**src/sv/rbds_pkg.sv**
```systemverilog
package rbds_pkg;

   // image geometry
   localparam int MAX_OUT_SIDE = 512;
   localparam int SIDE_W       = 10;
   localparam int ADDR_W       = (MAX_OUT_SIDE > 1) ? $clog2(MAX_OUT_SIDE) : 1;

   // pixel packing: four 8-bit channels, red first
   localparam int CH_W    = 8;
   localparam int NUM_CH  = 4;
   localparam int PIX_W   = CH_W * NUM_CH;
   localparam int LANE_W  = CH_W + 1;
   localparam int WORD_W  = LANE_W * NUM_CH;

   typedef logic [WORD_W-1:0] word_type;

   // read request handed from the control stage to the averaging stage
   typedef struct packed {
      logic     load;
      logic     frame_end;
      word_type pair;
   } rbds_rd_type;

   // clamp the configured side into 1..MAX_OUT_SIDE
   function automatic logic [SIDE_W-1:0] eff_side(input logic [SIDE_W-1:0] side);
      logic [SIDE_W-1:0] r;
      if (side == '0) begin
         r = SIDE_W'(1);
      end else if (32'(side) > MAX_OUT_SIDE) begin
         r = SIDE_W'(MAX_OUT_SIDE);
      end else begin
         r = side;
      end
      return r;
   endfunction

   // widen a pixel into four 9-bit lanes
   function automatic word_type pix_to_word(input logic [PIX_W-1:0] pix);
      word_type w;
      for (int c = 0; c < NUM_CH; c++) begin
         w[c*LANE_W +: LANE_W] = {1'b0, pix[c*CH_W +: CH_W]};
      end
      return w;
   endfunction

   // lane-wise add, no carry between lanes
   function automatic word_type lane_add(input word_type a, input word_type b);
      word_type r;
      for (int c = 0; c < NUM_CH; c++) begin
         r[c*LANE_W +: LANE_W] = a[c*LANE_W +: LANE_W] + b[c*LANE_W +: LANE_W];
      end
      return r;
   endfunction

endpackage

```
**src/sv/rbds_ctrl.sv**
```systemverilog
module rbds_ctrl
   import rbds_pkg::*;
(
   input  logic              clock,
   input  logic              reset,
   input  logic              csr_we,
   input  logic [SIDE_W-1:0] csr_wdata,
   input  logic              accept,
   input  logic [PIX_W-1:0]  pixel,
   output logic              ram_we,
   output logic              ram_re,
   output logic [ADDR_W-1:0] ram_addr,
   output word_type          ram_wdata,
   output rbds_rd_type       rd
);

   logic [SIDE_W-1:0] side_ff, side_in;
   word_type          hold_ff, hold_in;
   logic [SIDE_W-1:0] col_ff, col_in;
   logic [SIDE_W-1:0] row_ff, row_in;
   logic              col_odd_ff, col_odd_in;
   logic              row_odd_ff, row_odd_in;

   logic [SIDE_W-1:0] side;
   logic [SIDE_W-1:0] col_eff;
   logic              last_col;
   logic              last_row;
   logic              pair_step;
   word_type          pix_word;
   word_type          pair;

   // clamped side and column
   assign side     = eff_side(side_ff);
   assign col_eff  = (col_ff >= side) ? side - SIDE_W'(1) : col_ff;
   assign last_col = ({1'b0, col_eff} + (SIDE_W+1)'(1)) >= {1'b0, side};
   assign last_row = ({1'b0, row_ff} + (SIDE_W+1)'(1)) >= {1'b0, side};

   assign pix_word  = pix_to_word(pixel);
   assign pair      = lane_add(hold_ff, pix_word);
   assign pair_step = accept && col_odd_ff;

   // line store access on the second pixel of a pair
   assign ram_addr     = ADDR_W'(col_eff);
   assign ram_wdata    = pair;
   assign ram_we       = pair_step && !row_odd_ff;
   assign ram_re       = pair_step && row_odd_ff;
   assign rd.load      = ram_re;
   assign rd.frame_end = last_col && last_row;
   assign rd.pair      = pair;

   // position counters
   always_comb begin
      side_in    = csr_we ? csr_wdata : side_ff;
      hold_in    = hold_ff;
      col_in     = col_ff;
      row_in     = row_ff;
      col_odd_in = col_odd_ff;
      row_odd_in = row_odd_ff;
      if (accept) begin
         col_in = col_eff;
         if (!col_odd_ff) begin
            hold_in    = pix_word;
            col_odd_in = 1'b1;
         end else begin
            col_odd_in = 1'b0;
            if (last_col) begin
               col_in = '0;
               if (row_odd_ff) begin
                  row_odd_in = 1'b0;
                  row_in     = last_row ? '0 : row_ff + SIDE_W'(1);
               end else begin
                  row_odd_in = 1'b1;
               end
            end else begin
               col_in = col_eff + SIDE_W'(1);
            end
         end
      end
   end

   always_ff @(posedge clock) begin
      if (reset) begin
         side_ff    <= SIDE_W'(MAX_OUT_SIDE);
         hold_ff    <= '0;
         col_ff     <= '0;
         row_ff     <= '0;
         col_odd_ff <= 1'b0;
         row_odd_ff <= 1'b0;
      end else begin
         side_ff    <= side_in;
         hold_ff    <= hold_in;
         col_ff     <= col_in;
         row_ff     <= row_in;
         col_odd_ff <= col_odd_in;
         row_odd_ff <= row_odd_in;
      end
   end

   // line store is either written or read by one word, never both
   a_no_rw_same: assert property (@(posedge clock) disable iff (reset)
      !(ram_we && ram_re))
      else $error("line store read and write in one cycle");

   // a pair completes and the column phase returns to even
   a_pair_phase: assert property (@(posedge clock) disable iff (reset)
      pair_step |=> !col_odd_ff)
      else $error("column phase did not return after pair");

   // a block end on an odd row moves to the next even row
   a_row_turn: assert property (@(posedge clock) disable iff (reset)
      (ram_re && last_col) |=> !row_odd_ff)
      else $error("row phase did not advance at end of odd row");

endmodule

```
**config.mk**
```make
export PLATFORM = sky130hd
export DESIGN_NAME = rbds_ctrl
export DESIGN_NICKNAME = d
export VERILOG_FILES = /design/src/sv/rbds_pkg.sv /design/src/sv/rbds_ctrl.sv
export SDC_FILE = /design/constraint.sdc
export NUM_CORES = 1
export LEC_CHECK = 0
export BUFFER_PORTS_ARGS = -buffer_cell sky130_fd_sc_hd__buf_2
export CORE_MARGIN = 5
export CORE_UTILIZATION = 40
export DETAILED_ROUTE_END_ITERATION = 7
export HOLD_SLACK_MARGIN = 0.05
export PLACE_DENSITY = 0.61
export SETUP_SLACK_MARGIN = 0.05
export SLEW_MARGIN = 10
export SYNTH_ARGS = -nofsm -noshare
export SYNTH_HDL_FRONTEND = slang
export SYNTH_SLANG_ARGS = --single-unit
```
**constraint.sdc**
```tcl
create_clock -name clock -period 18.85 [get_ports clock]
set_clock_uncertainty 0.15 [all_clocks]
set_input_delay 3.77 -clock clock [delete_from_list [all_inputs] [get_ports clock]]
set_output_delay 3.77 -clock clock [all_outputs]
set_load 0.02 [all_outputs]
```
==> run_results.csv <==
group,metric,value,unit
outcome,status,"finished, final reports clean",
worst_setup_path,cp-start-kind,"register",
route,drc,0,
die,core,13100,um2
power,ir_worst_vdd,0.0000360,V
place,dp_hpwl,11400,um
power,p_seq_share,29.6,%
power,power,0.515,mW
route,routedWlPerCell,15.3,um
die,die-area,15700,um2
place,port-buffer-count,130,
grt,grt_use_total,18.5,%
final_layout,mostFrequentLayoutCells,"buf_2 (130), nand2_1 (107), a21oi_1 (74)",
clocking,post_cts_buffers,0,
grt,grt_pass1_vias,4872,
yosys,syn-num-nets,799,
route,wl,14500,um
die,num_rows,42,
power,power_switching,0.195,mW
die,start_util,40.5,%
sta,setup_viol,0,
yosys,yosys_warnings,0,
yosys,async_flop_share,0,%
final_layout,area.growth.synth_to_final,15.1,%
worst_setup_path,crit_family,"simple AND/OR/NAND/NOR gates",
yosys,syn_inst,684,
place,dpl_cell_area,5840,um2
final_layout,multi_input_area,3510,um2
clocking,hold_buffers,0,
final_layout,finalNetCount,881,
worst_setup_path,critPathKind,"register to output port",
grt,grt_pass1_wl,23900,um
worst_setup_path,endpoint_kind,"output port",
sta,tightest_slew,944,ps
worst_setup_path,crit_required,14930,ps
yosys,synth_ff_type,"dfxtp_1",
final_layout,antennaDiodeCount,0,
clocking,root_buffer,"clkbuf_16",
clocking,clock_path_buffers,2,
grt,grt_max_degree,61,
clocking,cts_resized,0,
sta,grt_setup_unrepaired,"false",
sta,min_period,10300,ps
grt,overflow,0,
yosys,synth_top_area_share,24.1,%
sta,min_period_over_period,54.6,%
clocking,cts.clk_slew.worst_paths,50,ps
final_layout,fillers,1341,
route,dr.pass1.iters,5,
worst_setup_path,max_stage_delay,490,ps
worst_setup_path,cp_data_arrival_time,6380,ps
die,num_io_pins,131,
worst_setup_path,crit_chain,"nor3_1, a31oi_1, nor2_1, ha_1, or3b_1, o2111ai_1, nand4_2, and2_1, o21ai_0, inv_1, ha_1, nand2_1, xor2_1, o22ai_1, a21o_2, ha_1, or4_1, a21oi_1, o21ai_1, a21o_1, nor2_1, nor2_1, buf_2",
power,power_leakage,3.02,nW
grt,antenna_found_initial,0,
final_layout,fin_cells,946,
route,vias,5016,
yosys,yosysSeqAreaShare,24.1,%
hold_path,min-delay-path-class,"register to register",
worst_setup_path,path_max_fanout,13,
power,p_clk_share,32.2,%
yosys,syn_avg_cell_area,7.78,um2
route,viasPerCell,5.30,
route,drtIter0Drc,428,
power,combPwrFrac,38.2,%
worst_setup_path,path_buf_inv,2,
die,die_w,125,um
clocking,clk_latency,340,ps
power,switching_share,38.0,%
die,dieHeight,125,um
yosys,ys_seq_elements,64,
place,routabilityCongestion,0.945,
final_layout,design_area,6120,um2
yosys,synth_edf_count,0,
power,p_per_area,84.0,nW/um2
sta,relSlewSlack,36.5,%
clocking,cts_tree,"built",
power,p_int,0.319,mW
yosys,synth_top_cells_by_area,"dfxtp_1 (24%), ha_1 (15%), nand2_1 (7.5%)",
route,ant_nets,0,
sta,hold_slack,307,ps
clocking,clock-sinks,64,
sta,tns,0,ps
place,dp.cells,931,
yosys,post_synth_num_cell_types,67,
final_layout,seq_area,1280,um2
sta,slew_violations,0,
clocking,htreeDepth,3,
sta,max_freq,0.0971,GHz
final_layout,drive_gt1_share,21.3,%
worst_setup_path,crit_slowest_cell,"nor3_1",
sta,finalHoldViolCount,0,
final_layout,final_common_cell,"buf_2",
yosys,netlist_area,5320,um2
flow_run,drv_cap,0,
yosys,yosysTopAreaCell,"dfxtp_1",
clocking,cts_buffers,9,
[worst register-to-register path, stage by stage, from the launching register on]
cell and delay [ps]:
dfxtp_1 360, nor3_1 490, a31oi_1 190, nor2_1 380, ha_1 310, or3b_1 380
o2111ai_1 140, nand4_2 270, and2_1 390, o21ai_0 350, inv_1 130, ha_1 350
nand2_1 120, xor2_1 150, o22ai_1 100, a21o_2 230, ha_1 200, or4_1 410
a21oi_1 130, o21ai_1 110, a21o_1 230, nor4_1 780, a21o_1 220, a21o_1 110
[path summary, 6_finish.rpt]
path | to | depth (start not counted) | slack, ps | from
max | rd[36] | 23 | 8550 | side_ff[6]
min | hold_ff[33] | 2 | 310 | hold_ff[33]
max reg2reg | col_ff[7] | 23 | 12120 | side_ff[6]
min reg2reg | hold_ff[33] | 2 | 310 | hold_ff[33]
[final cells by class]
type                    count  share of cell area [%]
inverters                  40                    2.45
multi-input cells         518                    57.3
well taps                 176                    3.60
flip-flops and latches     64                    20.9
repair buffers            133                    11.0
clock inverters             3                   0.695
clock buffers              12                    4.02
[power by group through the flow]
stage	clock network, mW	registers [mW]	logic, mW
finish	0.166	0.152	0.197
global route	0.177	0.153	0.217
CTS	0.171	0.152	0.198
detailed placement	0	0.155	0.197
global placement	0	0.154	0.194
floorplan	0	0.151	0.155
[kinds of logic after synthesis]
| logic type | Yosys count | share of synthesized area, % |
|---|---|---|
| compound gates | 177 | 20.6 |
| xor+xnor | 41 | 6.75 |
| fa+ha+maj | 69 | 16.8 |
| buf+inv | 102 | 9.99 |
| flops | 64 | 24.1 |
| mux | 15 | 2.87 |
| simple gates | 216 | 18.9 |
[metal layers]
metal  share of wire [%]  up-vias  wire (um)  GRT usage (%)
li1                    -     2514          -              -
met3                 7.6       37       1100           5.33
met2                  45      212       6540           30.1
met1                  44     2253       6400           23.2
met5                   0        -          0              0
met4                 3.3        0        475           7.21
[metrics by stage]
| step | worst slack, ps | utilization, % |
|---|---|---|
| final | 8550 | 46.6 |
| after global routing | 7980 | 46.6 |
| after CTS | 8620 | 46.6 |
| after detailed placement | 9020 | 44.4 |
| after global placement | 9250 | 44.4 |
| after floorplan | 9310 | - |
[cell usage after synthesis (3+ instances only)]
master	count
a211oi_1	7
a21o_1	21
a21oi_1	74
a222oi_1	3
a22o_1	4
a31oi_1	4
and3_1	4
buf_1	4
buf_4	37
clkbuf_1	18
dfxtp_1	64
fa_1	4
ha_1	65
inv_1	39
mux2i_1	13
nand2_1	107
nand2b_1	7
nand3_1	16
nand3b_1	3
nor2_1	41
nor2b_1	5
nor3_1	8
nor4_1	4
o211ai_1	4
o21ai_0	29
o21ai_1	4
o22ai_1	4
or4_1	3
xnor2_1	22
xor2_1	19
[sequential cells by signal (all words and copies together), names as in the netlist]
name and flops:
row_odd_ff 1, col_ff 10, row_ff 10, side_ff 10, hold_ff 32, col_odd_ff 1
Power figures use the tool's default switching activity.
