===== config.mk =====
export PLATFORM = sky130hd
export DESIGN_NAME = rbds_avg
export DESIGN_NICKNAME = d
export VERILOG_FILES = /design/src/sv/rbds_pkg.sv /design/src/sv/rbds_avg.sv
export SDC_FILE = /design/constraint.sdc
export NUM_CORES = 1
export LEC_CHECK = 0
export ABC_AREA = 1
export BUFFER_PORTS_ARGS = -buffer_cell sky130_fd_sc_hd__buf_2
export CAP_MARGIN = 20
export CORE_MARGIN = 4
export CORE_UTILIZATION = 56
export CTS_BUF_LIST = sky130_fd_sc_hd__clkbuf_8 sky130_fd_sc_hd__clkbuf_16
export DETAILED_ROUTE_END_ITERATION = 7
export PLACE_DENSITY = 0.86
export SYNTH_ARGS = -nofsm -noshare
export SYNTH_HDL_FRONTEND = slang
export SYNTH_SLANG_ARGS = --single-unit
export TNS_END_PERCENT = 50

===== constraint.sdc =====
create_clock -name clock -period 6 [get_ports clock]
set_input_delay 0.3 -clock clock [delete_from_list [all_inputs] [get_ports clock]]
set_output_delay 0.3 -clock clock [all_outputs]
set_load 0.01 [all_outputs]

===== src/sv/rbds_pkg.sv =====
package rbds_pkg;

   // image geometry
   localparam int MAX_OUT_SIDE = 512;
   localparam int SIDE_W       = 10;
   localparam int ADDR_W       = (MAX_OUT_SIDE > 1) ? $clog2(MAX_OUT_SIDE) : 1;

   // pixel packing: four 8-bit channels, red first
   localparam int CH_W    = 8;
   localparam int NUM_CH  = 4;
   localparam int PIX_W   = CH_W * NUM_CH;
   localparam int LANE_W  = CH_W + 1;
   localparam int WORD_W  = LANE_W * NUM_CH;

   typedef logic [WORD_W-1:0] word_type;

   // read request handed from the control stage to the averaging stage
   typedef struct packed {
      logic     load;
      logic     frame_end;
      word_type pair;
   } rbds_rd_type;

   // clamp the configured side into 1..MAX_OUT_SIDE
   function automatic logic [SIDE_W-1:0] eff_side(input logic [SIDE_W-1:0] side);
      logic [SIDE_W-1:0] r;
      if (side == '0) begin
         r = SIDE_W'(1);
      end else if (32'(side) > MAX_OUT_SIDE) begin
         r = SIDE_W'(MAX_OUT_SIDE);
      end else begin
         r = side;
      end
      return r;
   endfunction

   // widen a pixel into four 9-bit lanes
   function automatic word_type pix_to_word(input logic [PIX_W-1:0] pix);
      word_type w;
      for (int c = 0; c < NUM_CH; c++) begin
         w[c*LANE_W +: LANE_W] = {1'b0, pix[c*CH_W +: CH_W]};
      end
      return w;
   endfunction

   // lane-wise add, no carry between lanes
   function automatic word_type lane_add(input word_type a, input word_type b);
      word_type r;
      for (int c = 0; c < NUM_CH; c++) begin
         r[c*LANE_W +: LANE_W] = a[c*LANE_W +: LANE_W] + b[c*LANE_W +: LANE_W];
      end
      return r;
   endfunction

endpackage


===== src/sv/rbds_avg.sv =====
module rbds_avg
   import rbds_pkg::*;
(
   input  logic              clock,
   input  logic              reset,
   input  rbds_rd_type       rd,
   input  word_type          ram_rdata,
   output logic              in_ready,
   output logic              out_valid,
   input  logic              out_ready,
   output logic [PIX_W-1:0]  out_pixel,
   output logic              out_last
);

   logic             s1_valid_ff, s1_valid_in;
   logic             s1_last_ff;
   word_type         s1_pair_ff;
   logic             out_valid_ff, out_valid_in;
   logic [PIX_W-1:0] out_pixel_ff;
   logic             out_last_ff;

   logic             s1_move;
   logic [PIX_W-1:0] avg;

   // stage 1 drains into the output register when that is free or taken
   assign s1_move     = s1_valid_ff && (!out_valid_ff || out_ready);
   assign s1_valid_in = rd.load || (s1_valid_ff && !s1_move);
   assign out_valid_in = s1_move || (out_valid_ff && !out_ready);

   // take input unless both the read stage and the output register are full
   assign in_ready = !(s1_valid_ff && out_valid_ff);

   // four-pixel sum per lane, divided by four
   always_comb begin
      for (int c = 0; c < NUM_CH; c++) begin
         avg[c*CH_W +: CH_W] = 8'(({1'b0, ram_rdata[c*LANE_W +: LANE_W]}
                                  + {1'b0, s1_pair_ff[c*LANE_W +: LANE_W]}) >> 2);
      end
   end

   always_ff @(posedge clock) begin
      if (reset) begin
         s1_valid_ff  <= 1'b0;
         out_valid_ff <= 1'b0;
      end else begin
         s1_valid_ff  <= s1_valid_in;
         out_valid_ff <= out_valid_in;
      end
   end

   // payload registers
   always_ff @(posedge clock) begin
      if (rd.load) begin
         s1_pair_ff <= rd.pair;
         s1_last_ff <= rd.frame_end;
      end
      if (s1_move) begin
         out_pixel_ff <= avg;
         out_last_ff  <= s1_last_ff;
      end
   end

   assign out_valid = out_valid_ff;
   assign out_pixel = out_pixel_ff;
   assign out_last  = out_last_ff;

   // a new read never lands on a block that is still waiting
   a_no_overwrite: assert property (@(posedge clock) disable iff (reset)
      rd.load |-> (!s1_valid_ff || s1_move))
      else $error("read stage overwritten");

   // a waiting block moves on as soon as the output register is empty
   a_drain: assert property (@(posedge clock) disable iff (reset)
      (s1_valid_ff && !out_valid_ff) |=> out_valid_ff)
      else $error("read stage did not drain");

   // a block held in the output register is not dropped
   a_hold: assert property (@(posedge clock) disable iff (reset)
      (out_valid_ff && !out_ready) |=> out_valid_ff)
      else $error("output word dropped");

endmodule

==> results of run 1 <==
[critical path: cells and delay by family (launching register included)]
kind / cells / cell delay (ns)
AND/OR/NAND/NOR: 5 / 0.39
AO/OA/AOI/OAI: 1 / 0.22
adder cells (fa/ha/maj): 1 / 0.34
flip-flops: 1 / 0.37
[path summary, 6_finish.rpt]
check                                    from            to  cells after the start
worst min-delay path                    reset     out_valid                      2
worst max register to register  s1_pair_ff[3]  out_pixel[4]                      7
worst max-delay path            s1_pair_ff[3]  out_pixel[4]                      7
worst min register to register     s1_last_ff      out_last                      0
[kinds of logic (layout without fill, tap and decap cells)]
logic type               Yosys count  after routing  share of synthesized area [%]
XOR/XNOR                          12             12                          2.794
flip-flops                        72             72                          56.95
AO/OA/AOI/OAI                     29             29                          4.225
adder cells (fa/ha/maj)           32             32                          10.65
AND/OR/NAND/NOR                  166            166                          19.00
buffers and inverters             64            192                          6.387
[flip-flops by register name (all words and copies together), names as in the netlist]
name / cells
out_valid: 1
out_pixel: 32
s1_valid_ff: 1
s1_last_ff: 1
s1_pair_ff: 36
out_last: 1
[layout make-up]
type | count | area, um2 | share of cell area, %
clock buffer | 9 | 123.9 | 2.665
inverter | 64 | 240.2 | 5.168
multi-input combinational | 239 | 1390 | 29.91
timing repair buffer | 112 | 575.6 | 12.38
clock inverter | 7 | 80.08 | 1.723
sequential | 72 | 2142 | 46.08
tap | 77 | 96.34 | 2.073
[metal layers]
metal	vias up	part of all wire (%)	global-route usage, %
li1	1480	-	-
met1	1285	37	19.59
met2	106	53	34.52
met3	18	7.6	6.177
met4	0	2.2	9.311
met5	-	0	0
[per-stage QoR]
step                worst slack [ns]  cells  util, %  area, um2
global placement               4.347    563    68.89       4424
global route                   4.337    580    72.37       4648
detailed placement             4.318    563    68.89       4424
finish                         4.431    580    72.37       4648
CTS                            4.353    579    72.06       4628
floorplan                      3.537    375        -       3761
[power by group through the flow]
| stage | logic [W] | clock network, W | registers (W) |
|---|---|---|---|
| after global routing | 0.000295 | 0.000430 | 0.000625 |
| after CTS | 0.000258 | 0.000404 | 0.000622 |
| after detailed placement | 0.000257 | 0 | 0.000633 |
| after global placement | 0.000243 | 0 | 0.000630 |
| final | 0.000259 | 0.000397 | 0.000621 |
| after floorplan | 0.000161 | 0 | 0.000641 |
[layout by cell type (no fill, tap or decap), types with 3 or more instances in the layout]
cell type,instances
inv_2,6
o21ai_0,3
edfxtp_1,70
ha_1,32
nor2_1,11
nor3_1,3
a21oi_1,15
o21ai_1,6
clkbuf_8,9
nand3_1,21
xor2_1,12
nand2_1,108
nor2_2,4
nand2_2,16
inv_1,60
buf_2,111
==> summary.md, run 1 <==
| Metric | Value |
|---|---|
| Status | `complete, no violations` |
| Synth area leaders | `edfxtp_1, nand2_1, ha_1` |
| R2R Setup Slk | `between 4 and 5 ns` |
| Post-CTS setup buffer count | `0` |
| Hold Vio Cnt, Final | `0` |
| Register bit total from synthesis | `a little over 70` |
| CP endpoint kind | `flip-flop` |
| Site Rows | `29` |
| First-pass GRT wire length | `between 10,000 and 15,000 um` |
| DRC Markers | `0` |
| Starting density of the core | `about three fifths` |
| H-tree depth | `3` |
| Die Wd | `89.95 um` |
| Synth cell types | `21` |
| IO Pins | `roughly 110` |
| CP Launch Type | `flip-flop` |
| Clock Skew | `0.01117 ns` |
| Post-detail-place hpwl | `5901 um` |
| Syn Nets | `~480` |
| Hold buffer count at cts | `0` |
| Avg WL per Cell | `12.74 um` |
| NetSw | `0.0003364 W` |
| Fillers | `between 400 and 500` |
| Vias in the first global route | `approximately 2.9k` |
| Max_cap viols | `0` |
| Worst hold path type | `input port to flip-flop` |
| TritonCTS buffer count | `9` |
| Pwr/cell area | `between 200 and 300 nW/um2` |
| Static Leak | `between 2 and 2.5 nW` |
| Unrepaired setup endpoints after global routing | `false` |
| CTS tree | `built` |
| Post-DRT Antenna Nets | `0` |
| 1st-pass router iterations | `6` |
| Final WL | `7387 um` |
| Synth Area per Inst | `~10 um2` |
| Number of synthesized flops with an enable pin | `70` |
| Diodes inserted | `0` |
| Die Y | `~90 um` |
| Min Hold Slack | `~0.12 ns` |
| Peak VDD IR | `around 190 uV` |
| Total power | `about 0.0013 W` |
| Synth cell count leaders | `nand2_1, edfxtp_1, inv_1, ha_1, nand3_1` |
| Clock buffer depth | `2` |
| Synth top area share | `55.89%` |
| Setup Viol. Count Final | `0` |
| Total negative slack | `0 ns` |
| Slowest stage cell, crit path | `edfxtp_1` |
| WS Path Type | `flip-flop to flip-flop` |
| Crit-path max cell delay | `~0.37 ns` |
| Port Buf Inserts | `around 110` |
| Rel. slew slack | `between 40% and 50%` |
| Most Frequent Cell on Critical Path | `nand2_1` |
| Post_cts resized | `0` |
| Synth warn | `0` |
| Clk pwr share | `31.1%` |
| Gate power share | `20.3%` |
| Fin crit share | `roughly a quarter` |
| Most common cell in the synthesized netlist | `nand2_1` |
| Clk pin slew, worst setup/hold paths | `approximately 0.08 ns` |
| Sequential cell area fraction in the yosys report | `56.95%` |
| Layout area overhead | `23.59%` |
| Via density | `about 5` |
| Synth async-reset ratio | `0%` |
| Gr usage total | `between 10% and 20%` |
| Vias | `roughly 2.9k` |
| Clk_lat worst skew | `about 0.33 ns` |
| Congestion Overflow GR | `0` |
| Post-synth top flop | `edfxtp_1` |
| Cell-by-cell trace of the critical path | `ha_1, a21oi_1, nand2_2, nand2_1, nand2_1, nand2_1, nand2_1` |
| Core area | `about 6400 um2` |
| Post-Syn Area | `roughly 3800 um2` |
| CP required | `6.10 ns` |
| Internal power | `roughly 0.00094 W` |
| Max-slew violation count | `0` |
| Crit path DAT | `1.67 ns` |
| Layout cells sized above 1 | `a little under a third` |
| CP max FO | `4` |
| Minimum clock period after layout | `~1.6 ns` |
| Antenna violations before repair | `0` |
| Die area | `approximately 8100 um2` |
| Root buf cell | `clkbuf_8` |
| Starting DRT DRC Count | `117` |
| Largest net degree at the start of global routing | `39` |
| Worst-margin pin slew | `~0.83 ns` |
| Layout Nets | `around 610` |
| Gpl congestion | `~0.79` |
| Syn Inst Count | `375` |
| Sw Ratio | `a little over a quarter` |
| Max Freq | `approximately 640 MHz` |
| Clk sink count | `about 70` |
| Sequential Power Share | `48.6%` |
| Dominant cell type by area after synthesis | `edfxtp_1` |
Note: power is estimated with default switching activity, not from simulation.
==> inputs of run 2 (changes only) <==
--- a/config.mk
+++ b/config.mk
@@ -9,10 +9,10 @@
 export BUFFER_PORTS_ARGS = -buffer_cell sky130_fd_sc_hd__buf_2
 export CAP_MARGIN = 20
 export CORE_MARGIN = 4
-export CORE_UTILIZATION = 56
+export CORE_UTILIZATION = 52
 export CTS_BUF_LIST = sky130_fd_sc_hd__clkbuf_8 sky130_fd_sc_hd__clkbuf_16
 export DETAILED_ROUTE_END_ITERATION = 7
-export PLACE_DENSITY = 0.86
+export PLACE_DENSITY = 0.8
 export SYNTH_ARGS = -nofsm -noshare
 export SYNTH_HDL_FRONTEND = slang
 export SYNTH_SLANG_ARGS = --single-unit
==> constraint.sdc (replaced) <==
create_clock -name clock -period 1.5 [get_ports clock]
set_input_delay 0.075 -clock clock [delete_from_list [all_inputs] [get_ports clock]]
set_output_delay 0.075 -clock clock [all_outputs]
set_load 0.01 [all_outputs]
==> summary.md, run 2 (same netlist as run 1, synthesis figures left out) <==
| Metric | Value |
|---|---|
| CP endpoint kind | `flip-flop` |
| Layout Nets | `653 (+7.6%)` |
| Core area | `6907 um2 (+7.5%)` |
| Vias in the first global route | `3,094 (+6.5%)` |
| Reg with most FFs | `s1_pair_ff` |
| Antenna violations before repair | `0 (unchanged)` |
| Hold Vio Cnt, Final | `0 (unchanged)` |
| Final worst slack | `-0.003751 ns (-4.435 ns)` |
| 1st-pass router iterations | `4 (-2)` |
| Placement Cell Area | `4488 um2 (+1.4%)` |
| Final instance area | `5574 um2 (+20%)` |
| Port Buf Inserts | `111 (unchanged)` |
| Clock Skew | `0.007920 ns (-0.003249 ns)` |
| Most frequent cells in the layout | `buf_2, nand2_1, edfxtp_1` |
| Crit path DAT | `1.61 ns (-0.06 ns)` |
| Die area | `8657 um2 (+7.0%)` |
| Failing checks | `negative setup slack` |
| First-pass GRT wire length | `13,610 um (+11%)` |
| Hold Path Sink | `out_valid` |
| Starting density of the core | `54.46% (-4.1 points)` |
| Gr usage total | `20.08% (+1.1 points)` |
| Clk sink count | `72 (unchanged)` |
| Post-DRT Antenna Nets | `0 (unchanged)` |
| Status | `finished with violations` |
| Vias | `3,213 (+11%)` |
| Crit-path max cell delay | `0.38 ns (about the same)` |
| Fin crit share | `100.3% (+74 points)` |
| Post-detail-place hpwl | `5961 um (+1.0%)` |
| IO Pins | `112 (unchanged)` |
| H-tree depth | `3 (unchanged)` |
| Max Freq | `665.0 MHz (+4.4%)` |
| Peak VDD IR | `605.0 uV (+220%)` |
| Diodes inserted | `0 (unchanged)` |
| CTS tree | `built` |
| Min-delay src | `out_ready` |
| R2R Setup Slk | `-0.004 ns (-4.43 ns)` |
| Gpl congestion | `0.8863 (+12%)` |
| Reg2reg end | `out_pixel[14]` |
| Worst r2r path cells | `9 (+2)` |
| TritonCTS buffer count | `9 (unchanged)` |
| Max reg flops | `36 (unchanged)` |
| Clock buffer depth | `2 (unchanged)` |
| Layout cells sized above 1 | `42.99% (+12 points)` |
| Unrepaired setup endpoints after global routing | `true` |
| Rel. slew slack | `82.99% (+38 points)` |
| Final WL | `9809 um (+33%)` |
| Slowest stage cell, crit path | `edfxtp_1` |
| Cell-by-cell trace of the critical path | `ha_1, nand3_2, nand2_2, nand2_2, nand2_4, nand2_2, nand2_1, nand2_1, nand2_1` |
| Hold-critical path depth | `4 (+2)` |
| WS Path Type | `flip-flop to flip-flop` |
| Clk_lat worst skew | `0.33 ns (about the same)` |
| Max_cap viols | `0 (unchanged)` |
| Die Y | `93.05 um (+3.4%)` |
| CP Launch Type | `flip-flop` |
| Starting DRT DRC Count | `122 (+4.3%)` |
| Die Wd | `93.05 um (+3.4%)` |
| Pwr/cell area | `941.8 nW/um2 (+240%)` |
| Site Rows | `30 (+3.4%)` |
| Layout area overhead | `48.20%` |
| Static Leak | `2.556 nW (+9.8%)` |
| Minimum clock period after layout | `1.504 ns (-0.06546 ns)` |
| Worst hold path type | `input port to flip-flop` |
| Avg WL per Cell | `15.21 um (+19%)` |
| CP required | `1.60 ns (-4.50 ns)` |
| Total power | `0.005250 W (+310%)` |
| Largest net degree at the start of global routing | `39 (unchanged)` |
| Clk pin slew, worst setup/hold paths | `0.08 ns (about the same)` |
| CP max FO | `3 (-1)` |
| Via density | `4.981 (about the same)` |
| DRC Markers | `0 (unchanged)` |
| Congestion Overflow GR | `0 (unchanged)` |
| Worst R2R Start | `s1_pair_ff[10]` |
| Commonest non-fill, non-tap cell in the layout | `buf_2` |
| Max-slew violation count | `0 (unchanged)` |
| Setup Viol. Count Final | `3 (+3)` |
| Worst-margin pin slew | `0.2532 ns (-0.5745 ns)` |
| Root buf cell | `clkbuf_8` |
## run 2: cell count changes in the layout (fill, tap and decap cells not counted), sizes merged
cell,previous run,this run
buf,112,120
dlygate4sd3,0,38
inv,66,65
clkinv,3,6
bufinv,2,0
## run 2: where the power goes
| group | internal, W | switching (W) | leakage (nW) |
|---|---|---|---|
| combinational | 0.000666 | 0.000787 | 1.77 |
| clock | 0.000572 | 0.000716 | 0.0926 |
| sequential | 0.00244 | 0.0000728 | 0.689 |
## run 2: worst max-delay path by stage
stage | depth (start not counted) | start | endpoint
6_report | 9 | s1_pair_ff[10] | out_pixel[14]
5_1_grt | 9 | s1_pair_ff[10] | out_pixel[14]
4_1_cts | 9 | s1_pair_ff[4] | out_pixel[5]
3_5_place_dp | 7 | s1_pair_ff[34] | out_pixel[30]
3_3_place_gp | 9 | s1_pair_ff[4] | out_pixel[5]
2_1_floorplan | 1 | out_valid | out_last
## run 2: final cells by class
type | instances | area (um2)
inverters | 64 | 240.2
well taps | 96 | 120.1
fillers | 400 | 1333
clock buffers | 9 | 123.9
repair buffers | 158 | 1028
flip-flops and latches | 72 | 2142
clock inverters | 7 | 31.28
multi-input cells | 239 | 1888
## run 2: metrics by stage
| step | worst slack [ns] | util (%) | hold WS (ns) | TNS [ns] | cells |
|---|---|---|---|---|---|
| 2_1_floorplan | 0.09893 | - | 0.1441 | 0 | 375 |
| 3_3_place_gp | 0.04961 | 64.98 | 0.2453 | 0 | 584 |
| 3_5_place_dp | -0.02168 | 64.98 | 0.2473 | -0.05564 | 584 |
| 4_1_cts | 0.004149 | 72.90 | 0.04699 | 0 | 638 |
| 5_1_grt | -0.08039 | 80.71 | 0.08637 | -0.8357 | 645 |
| 6_report | -0.003751 | 80.71 | 0.06523 | -0.007527 | 645 |
## run 2: per-layer routing
metal / up-vias / share of wire [%] / track usage (%) / routed length [um]
met3: 16 / 4.7 / 4.264 / 460
met2: 116 / 55 / 38.09 / 5428
met5: - / 0 / 0 / 0
met1: 1508 / 38 / 22.04 / 3748
met4: 0 / 1.8 / 6.716 / 172
li1: 1573 / - / - / -
## run 2: repair_timing
action / in CTS / in global routing
setup endpoints to repair: 5 / 20
hold endpoints to repair: 39 / 0
pin swaps: 0 / 19
gates resized for setup: 3 / 81
hold buffers: 38 / 0
buffers inserted: 0 / 7
## run 2: critical path, delay by kind of cell, from the launching register on
kind          cells  cell delay (ns)
fa+ha+maj         1             0.33
flops             1             0.38
simple gates      8             0.56
